### src/sv/rsst_pkg.sv
`default_nettype none

package rsst_pkg;

  localparam int unsigned CAPACITY_DEF = 64;

  localparam int unsigned OP_W     = 2;
  localparam int unsigned VALUE_W  = 32;
  localparam int unsigned DRAW_W   = 31;
  localparam int unsigned STATUS_W = 2;
  localparam int unsigned SIZE_W   = 7;

  localparam int unsigned IN_FIELDS_W  = OP_W + VALUE_W + DRAW_W;
  localparam int unsigned OUT_FIELDS_W = STATUS_W + VALUE_W + SIZE_W;
  localparam int unsigned IN_TDATA_W   = ((IN_FIELDS_W + 7) / 8) * 8;
  localparam int unsigned OUT_TDATA_W  = ((OUT_FIELDS_W + 7) / 8) * 8;

  typedef enum logic [OP_W-1:0] {
    OP_INSERT = 2'd0,
    OP_REMOVE = 2'd1,
    OP_SAMPLE = 2'd2
  } op_e;

  typedef enum logic [STATUS_W-1:0] {
    ST_OK    = 2'd0,
    ST_MISS  = 2'd1,
    ST_FULL  = 2'd2,
    ST_EMPTY = 2'd3
  } status_e;

  typedef struct packed {
    logic              start;
    logic [DRAW_W-1:0] dividend;
  } div_req_t;

endpackage

`default_nettype wire

### src/sv/rsst_modulo.sv
`default_nettype none

module rsst_modulo #(
  parameter int unsigned CAPACITY = rsst_pkg::CAPACITY_DEF
) (
  input  wire logic                              clk_i,
  input  wire logic                              rst_ni,
  input  wire rsst_pkg::div_req_t                req_i,
  input  wire logic [$clog2(CAPACITY+1)-1:0]     divisor_i,
  output logic                                   done_o,
  output logic [$clog2(CAPACITY)-1:0]            rem_o
);

  import rsst_pkg::*;

  localparam int unsigned AW   = $clog2(CAPACITY);
  localparam int unsigned CW   = $clog2(CAPACITY + 1);
  localparam int unsigned CNTW = $clog2(DRAW_W);

  logic              busy_q, busy_d;
  logic              done_q, done_d;
  logic [CW-1:0]     rem_q, rem_d;
  logic [CW-1:0]     dvs_q, dvs_d;
  logic [DRAW_W-1:0] dvd_q, dvd_d;
  logic [CNTW-1:0]   cnt_q, cnt_d;
  logic [CW:0]       trial;

  always_comb begin
    busy_d = busy_q;
    done_d = 1'b0;
    rem_d  = rem_q;
    dvs_d  = dvs_q;
    dvd_d  = dvd_q;
    cnt_d  = cnt_q;
    trial  = {rem_q, dvd_q[DRAW_W-1]};
    if (req_i.start) begin
      busy_d = 1'b1;
      rem_d  = '0;
      dvs_d  = divisor_i;
      dvd_d  = req_i.dividend;
      cnt_d  = CNTW'(DRAW_W - 1);
    end else if (busy_q) begin
      // restoring step, one dividend bit a cycle
      if (trial >= {1'b0, dvs_q}) begin
        rem_d = CW'(trial - {1'b0, dvs_q});
      end else begin
        rem_d = trial[CW-1:0];
      end
      dvd_d = {dvd_q[DRAW_W-2:0], 1'b0};
      cnt_d = cnt_q - 1'b1;
      if (cnt_q == '0) begin
        busy_d = 1'b0;
        done_d = 1'b1;
      end
    end
  end

  always_ff @(posedge clk_i or negedge rst_ni) begin
    if (!rst_ni) begin
      busy_q <= 1'b0;
      done_q <= 1'b0;
    end else begin
      busy_q <= busy_d;
      done_q <= done_d;
    end
  end

  always_ff @(posedge clk_i) begin
    rem_q <= rem_d;
    dvs_q <= dvs_d;
    dvd_q <= dvd_d;
    cnt_q <= cnt_d;
  end

  assign done_o = done_q;
  assign rem_o  = rem_q[AW-1:0];

endmodule

`default_nettype wire

### src/sv/random_sample_set_table_unit.sv
// channel   dir  handshake                   tdata fields, lowest bit first
// s_axis    in   s_axis_tvalid/tready        op[1:0] value[33:2] random_draw[64:34]
// m_axis    out  m_axis_tvalid/tready        status[1:0] sampled_value[33:2] set_size[40:34]
//
// insert and remove are set by the linear search, which reads one store entry a cycle from
// the value memory (one write port, one read port) and stops early on a hit
// sample waits on the bit-serial modulo of the 31-bit draw; an empty sample or an unused
// opcode skips the search and the modulo
// one transaction is worked on at a time; s_axis_tready is high only when idle
// a finished result sits in the output register, so the next transaction runs while it waits
// reset clears the count, the state and the output valid; store entries hold nothing defined until written

`default_nettype none

module random_sample_set_table_unit #(
  parameter int unsigned CAPACITY = rsst_pkg::CAPACITY_DEF
) (
  input  wire logic                             clk_i,
  input  wire logic                             rst_ni,
  // op, value, random_draw, zero pad
  input  wire logic [rsst_pkg::IN_TDATA_W-1:0]  s_axis_tdata_i,
  input  wire logic                             s_axis_tvalid_i,
  output logic                                  s_axis_tready_o,
  // status, sampled_value, set_size, zero pad
  output logic [rsst_pkg::OUT_TDATA_W-1:0]      m_axis_tdata_o,
  output logic                                  m_axis_tvalid_o,
  input  wire logic                             m_axis_tready_i
);

  import rsst_pkg::*;

  localparam int unsigned AW = $clog2(CAPACITY);
  localparam int unsigned CW = $clog2(CAPACITY + 1);

  typedef enum logic [5:0] {
    S_IDLE   = 6'b000001,
    S_SEARCH = 6'b000010,
    S_MOVE   = 6'b000100,
    S_DIV    = 6'b001000,
    S_SAMPLE = 6'b010000,
    S_DONE   = 6'b100000
  } state_e;

  state_e                 state_q, state_d;
  logic [CW-1:0]          count_q, count_d;
  logic [CW-1:0]          idx_q, idx_d;
  logic                   rvld_q, rvld_d;
  op_e                    op_q, op_d;
  logic [VALUE_W-1:0]     value_q, value_d;
  logic [AW-1:0]          slot_q, slot_d;
  status_e                res_status_q, res_status_d;
  logic [VALUE_W-1:0]     res_sample_q, res_sample_d;
  logic                   m_tvalid_q, m_tvalid_d;
  logic [OUT_TDATA_W-1:0] m_tdata_q, m_tdata_d;

  logic [VALUE_W-1:0]     mem [CAPACITY];
  logic [VALUE_W-1:0]     rdata_q;
  logic                   mem_we;
  logic [AW-1:0]          mem_waddr;
  logic [VALUE_W-1:0]     mem_wdata;
  logic [AW-1:0]          mem_raddr;

  div_req_t               div_req;
  logic                   div_done;
  logic [AW-1:0]          div_rem;

  rsst_modulo #(
    .CAPACITY (CAPACITY)
  ) u_modulo (
    .clk_i     (clk_i),
    .rst_ni    (rst_ni),
    .req_i     (div_req),
    .divisor_i (count_q),
    .done_o    (div_done),
    .rem_o     (div_rem)
  );

  assign s_axis_tready_o = (state_q == S_IDLE);

  always_comb begin
    state_d          = state_q;
    count_d          = count_q;
    idx_d            = idx_q;
    rvld_d           = 1'b0;
    op_d             = op_q;
    value_d          = value_q;
    slot_d           = slot_q;
    res_status_d     = res_status_q;
    res_sample_d     = res_sample_q;
    m_tvalid_d       = m_tvalid_q;
    m_tdata_d        = m_tdata_q;
    mem_we           = 1'b0;
    mem_waddr        = slot_q;
    mem_wdata        = value_q;
    mem_raddr        = '0;
    div_req.start    = 1'b0;
    div_req.dividend = s_axis_tdata_i[OP_W+VALUE_W +: DRAW_W];

    if (m_tvalid_q && m_axis_tready_i) begin
      m_tvalid_d = 1'b0;
    end

    case (state_q)
      S_IDLE: begin
        if (s_axis_tvalid_i) begin
          op_d         = op_e'(s_axis_tdata_i[OP_W-1:0]);
          value_d      = s_axis_tdata_i[OP_W +: VALUE_W];
          res_sample_d = '0;
          idx_d        = '0;
          case (s_axis_tdata_i[OP_W-1:0])
            OP_INSERT, OP_REMOVE: begin
              state_d = S_SEARCH;
            end
            OP_SAMPLE: begin
              if (count_q == '0) begin
                res_status_d = ST_EMPTY;
                state_d      = S_DONE;
              end else begin
                div_req.start = 1'b1;
                state_d       = S_DIV;
              end
            end
            default: begin
              res_status_d = ST_MISS;
              state_d      = S_DONE;
            end
          endcase
        end
      end
      S_SEARCH: begin
        if (rvld_q && (rdata_q == value_q)) begin
          if (op_q == OP_INSERT) begin
            res_status_d = ST_MISS;
            state_d      = S_DONE;
          end else begin
            slot_d    = AW'(idx_q - CW'(1));
            mem_raddr = AW'(count_q - CW'(1));
            state_d   = S_MOVE;
          end
        end else if (idx_q < count_q) begin
          mem_raddr = idx_q[AW-1:0];
          idx_d     = idx_q + CW'(1);
          rvld_d    = 1'b1;
        end else begin
          if (op_q != OP_INSERT) begin
            res_status_d = ST_MISS;
          end else if (count_q == CW'(CAPACITY)) begin
            res_status_d = ST_FULL;
          end else begin
            mem_we       = 1'b1;
            mem_waddr    = count_q[AW-1:0];
            mem_wdata    = value_q;
            count_d      = count_q + CW'(1);
            res_status_d = ST_OK;
          end
          state_d = S_DONE;
        end
      end
      S_MOVE: begin
        // last element fills the hole
        mem_we       = 1'b1;
        mem_waddr    = slot_q;
        mem_wdata    = rdata_q;
        count_d      = count_q - CW'(1);
        res_status_d = ST_OK;
        state_d      = S_DONE;
      end
      S_DIV: begin
        if (div_done) begin
          mem_raddr = div_rem;
          state_d   = S_SAMPLE;
        end
      end
      S_SAMPLE: begin
        res_sample_d = rdata_q;
        res_status_d = ST_OK;
        state_d      = S_DONE;
      end
      S_DONE: begin
        if (!m_tvalid_q || m_axis_tready_i) begin
          m_tvalid_d = 1'b1;
          m_tdata_d  = OUT_TDATA_W'({SIZE_W'(count_q), res_sample_q, res_status_q});
          state_d    = S_IDLE;
        end
      end
      default: begin
        state_d = S_IDLE;
      end
    endcase
  end

  always_ff @(posedge clk_i or negedge rst_ni) begin
    if (!rst_ni) begin
      state_q    <= S_IDLE;
      count_q    <= '0;
      idx_q      <= '0;
      rvld_q     <= 1'b0;
      m_tvalid_q <= 1'b0;
    end else begin
      state_q    <= state_d;
      count_q    <= count_d;
      idx_q      <= idx_d;
      rvld_q     <= rvld_d;
      m_tvalid_q <= m_tvalid_d;
    end
  end

  always_ff @(posedge clk_i) begin
    op_q         <= op_d;
    value_q      <= value_d;
    slot_q       <= slot_d;
    res_status_q <= res_status_d;
    res_sample_q <= res_sample_d;
    m_tdata_q    <= m_tdata_d;
  end

  always_ff @(posedge clk_i) begin
    if (mem_we) begin
      mem[mem_waddr] <= mem_wdata;
    end
    rdata_q <= mem[mem_raddr];
  end

  assign m_axis_tvalid_o = m_tvalid_q;
  assign m_axis_tdata_o  = m_tdata_q;

endmodule

`default_nettype wire

### config.mk
export PLATFORM = sky130hd
export DESIGN_NAME = random_sample_set_table_unit
export DESIGN_NICKNAME = d
export VERILOG_FILES = /design/src/sv/rsst_pkg.sv /design/src/sv/rsst_modulo.sv /design/src/sv/random_sample_set_table_unit.sv
export SDC_FILE = /design/constraint.sdc
export NUM_CORES = 2
export LEC_CHECK = 0
export ABC_AREA = 0
export BUFFER_PORTS_ARGS = -buffer_cell sky130_fd_sc_hd__buf_2
export CORE_MARGIN = 5
export CORE_UTILIZATION = 30
export CTS_CLUSTER_DIAMETER = 40
export DETAILED_ROUTE_END_ITERATION = 16
export PLACE_DENSITY_LB_ADDON = 0.12
export SETUP_SLACK_MARGIN = 0.3
export SYNTH_ARGS = -nofsm -noshare
export SYNTH_HDL_FRONTEND = slang
export SYNTH_SLANG_ARGS = --single-unit
### constraint.sdc
create_clock -name clk_i -period 4.5 [get_ports clk_i]
set_input_delay 0.675 -clock clk_i [delete_from_list [all_inputs] [get_ports clk_i]]
set_output_delay 0.675 -clock clk_i [all_outputs]
set_load 0.01 [all_outputs]
==> impl_metrics.env <==
export IMPL_status="complete, no violations"
export IMPL_clk_pin_slew_ps=50
export IMPL_cts_root_buffer="clkbuf_16"
export IMPL_drt_iter0_markers=5202
export IMPL_ir_drop_mv=0.297
export IMPL_worst_slew_pin_slew_ps=1070
export IMPL_rsz0062_at_grt="true"
export IMPL_worst_slack_ps=219
export IMPL_r2r_cells=19
export IMPL_yosysSeqAreaShare_pct=74.0
export IMPL_cts_path_max_buffers=4
export IMPL_grt_max_degree=65
export IMPL_h_tree_depth=5
export IMPL_cp_max_fo=20
export IMPL_gr_usage_all_layers_pct=20.7
export IMPL_yosysUniqueCellTypes=82
export IMPL_grt_pass1_wl_microns=474000
export IMPL_synth_edff_count=2201
export IMPL_final_cells=12311
export IMPL_postSynthCellCount=6794
export IMPL_initial_utilization_pct=30.1
export IMPL_avgSynthCellArea_sq_um=13.4
export IMPL_endpoint_kind="flop"
export IMPL_hold_path_depth=3
export IMPL_setup_viol=0
export IMPL_vias_per_cell=5.05
export IMPL_ys_seq_elements=2269
export IMPL_grt_ovfl_total=0
export IMPL_io_pins=126
export IMPL_cts_sinks=2269
export IMPL_fmax_ghz=0.234
export IMPL_synth_top_area_cell="edfxtp_1"
export IMPL_dr_total_vias=62186
export IMPL_hold_viol=0
export IMPL_p_leak_nw=45.5
export IMPL_synth_area_sq_um=91300
export IMPL_drc_errors=0
export IMPL_drt_wirelength_per_cell_microns=27.6
export IMPL_power_density_nw_per_um2=480
export IMPL_synthTopCellsByArea="edfxtp_1 (72%), nand2_1 (7.9%), nand3_1 (3.9%)"
export IMPL_die_w_microns=562
export IMPL_critical_path_required_ps=5320
export IMPL_place_detailed_hpwl_microns=211000
export IMPL_synth_ff_type="edfxtp_1"
export IMPL_synthTopCellsByCount="edfxtp_1 (2,201), nand2_1 (1,930), nand3_1 (714), mux2i_1 (275), buf_2 (259)"
export IMPL_worstSetupPathType="flop to flop"
export IMPL_cts_buffers=393
export IMPL_yosysWarningCount=0
export IMPL_dieArea_sq_um=315000
export IMPL_drive_gt1_share_pct=26.3
export IMPL_io_buffers=111
export IMPL_synth_async_reset_ratio_pct=1.06
export IMPL_relSlewSlack_pct=28.3
export IMPL_routed_wl_microns=340000
export IMPL_place_gp_congestion=0.821
export IMPL_dr_pass1_iters=6
export IMPL_hold_class="input port to flop"
export IMPL_syn2layout_area_growth_pct=35.1
export IMPL_yosysMostFrequentCell="edfxtp_1"
export IMPL_yosys_area_top_type_share_pct=72.4
export IMPL_antenna_found_initial=20
export IMPL_min_period_over_period_pct=95.1
export IMPL_start_kind="flop"
export IMPL_fillCellCount=28003
export IMPL_antenna_left=0
export IMPL_worst_skew_pair_late_latency_ps=960
export IMPL_clock_skew_ps=92.3
export IMPL_cap_violations=0
export IMPL_cts_tree="yes"
export IMPL_die_y_microns=562
export IMPL_period_needed_ps=4280
export IMPL_grt_pass1_vias=61454
export IMPL_drv_slew=0
export IMPL_dp_slack_ps=-1220
export IMPL_num_rows=202
export IMPL_place_inst=11347
export IMPL_fin_nets=8074
export IMPL_core_area_sq_um=303000
export IMPL_crit_arrival_ps=5100
-- per-stage QoR --
stage                     hold slack, ps  TNS, ps  area [sq um]  total power, mW  util, %
after floorplan                      379   -12270         91300             27.0        -
after global routing                37.1        0        123000             61.1     40.7
after detailed placement             405   -16270        105000             28.6     34.6
after CTS                           5.95        0        122000             59.8     40.2
final                               78.0        0        123000             59.2     40.7
after global placement               406   -20830        105000             28.5     34.6
-- critical path, stage by stage, from the launching register on --
cell and delay, ps:
dfrtp_1 380, or4_4 550, nor3b_4 280, and4_4 290, buf_4 120, nand4_4 130, buf_4 180, o211ai_4 160
buf_12 220, buf_4 150, buf_12 170, buf_12 140, buf_4 130, nand2_1 50, and3_1 160, a311oi_2 260
a311oi_2 80, a211oi_1 200, buf_4 230, a221o_1 250
-- cell families after synthesis --
family / after synthesis / synth area share, %
AO/OA/AOI/OAI: 603 / 4.84
XOR/XNOR: 46 / 0.441
adder cells (fa/ha/maj): 19 / 0.269
buffers and inverters: 480 / 2.58
flip-flops: 2269 / 74.0
multiplexers: 290 / 3.20
other: 1 / 0.00411
AND/OR/NAND/NOR: 3086 / 14.6
-- state kept, by name, indices dropped and copies added, names as in the netlist, 31 cells and up --
signal and count:
value_q 32, mem 2048, rdata_q 32, u_modulo.dvd_q 31
m_axis_tdata_o 41, res_sample_q 32
-- final cells by class --
| cell class | count | area [sq um] | share of cell area, % |
|---|---|---|---|
| antenna | 13 | 32.5 | 0.0264 |
| clock buffer | 434 | 10000 | 8.14 |
| clock inverter | 302 | 3850 | 3.12 |
| inverter | 41 | 154 | 0.125 |
| multi-input combinational | 4051 | 23600 | 19.1 |
| sequential | 2269 | 67600 | 54.8 |
| tap | 3978 | 4980 | 4.04 |
| timing repair buffer | 1223 | 13100 | 10.6 |
-- layer usage --
metal / up-vias / global-route usage, % / share of wire (%)
met3: 453 / 3.01 / 5.6
met5: - / 0 / 0.036
met4: 12 / 4.96 / 2.3
met1: 32217 / 29.5 / 45
li1: 27667 / - / -
met2: 1837 / 33.6 / 47
-- timing repair --
item                                    4_1_cts  5_1_grt
pin swaps                                    46       65
setup buffers                                76       50
endpoints found under the setup margin      191       64
hold buffers                                 64        0
endpoints found under the hold margin        87        0
resized for setup                           211      199
cloned                                       18        7
-- placed cells by master (no fill, tap or decap), types with 48 or more instances in the layout --
| master | Yosys | layout |
|---|---|---|
| buf_4 | 38 | 725 |
| a21oi_1 | 75 | 69 |
| nor2_4 | 0 | 67 |
| a311oi_1 | 151 | 108 |
| dlygate4sd3_1 | 0 | 64 |
| bufinv_16 | 0 | 56 |
| nand3_1 | 714 | 707 |
| edfxtp_1 | 2201 | 2201 |
| a31oi_1 | 110 | 87 |
| buf_12 | 0 | 206 |
| nand2_1 | 1930 | 1899 |
| buf_6 | 11 | 48 |
| buf_2 | 259 | 111 |
| clkbuf_16 | 0 | 400 |
| clkinvlp_4 | 0 | 48 |
| mux2i_1 | 275 | 251 |
| and3_1 | 146 | 146 |
| clkinv_2 | 0 | 57 |
-- power breakdown --
group	internal, mW	switching, mW
sequential	24.7	0.271
clock	19.6	11.3
combinational	0.842	2.44
total	45.2	14.0
-- path summary, 6_finish.rpt --
path | slack, ps | startpoint | endpoint
min in group asynchronous | 350 | rst_ni | state_q[4]
setup reg to reg | 220 | state_q[4] | rdata_q[19]
max in group asynchronous | 3720 | rst_ni | rvld_q
hold reg to reg | 420 | res_sample_q[25] | m_axis_tdata_o[27]
hold / removal | 80 | s_axis_tdata_i[40] | u_modulo.dvd_q[6]
setup / recovery | 220 | state_q[4] | rdata_q[19]
Power figures use the tool's default switching activity.
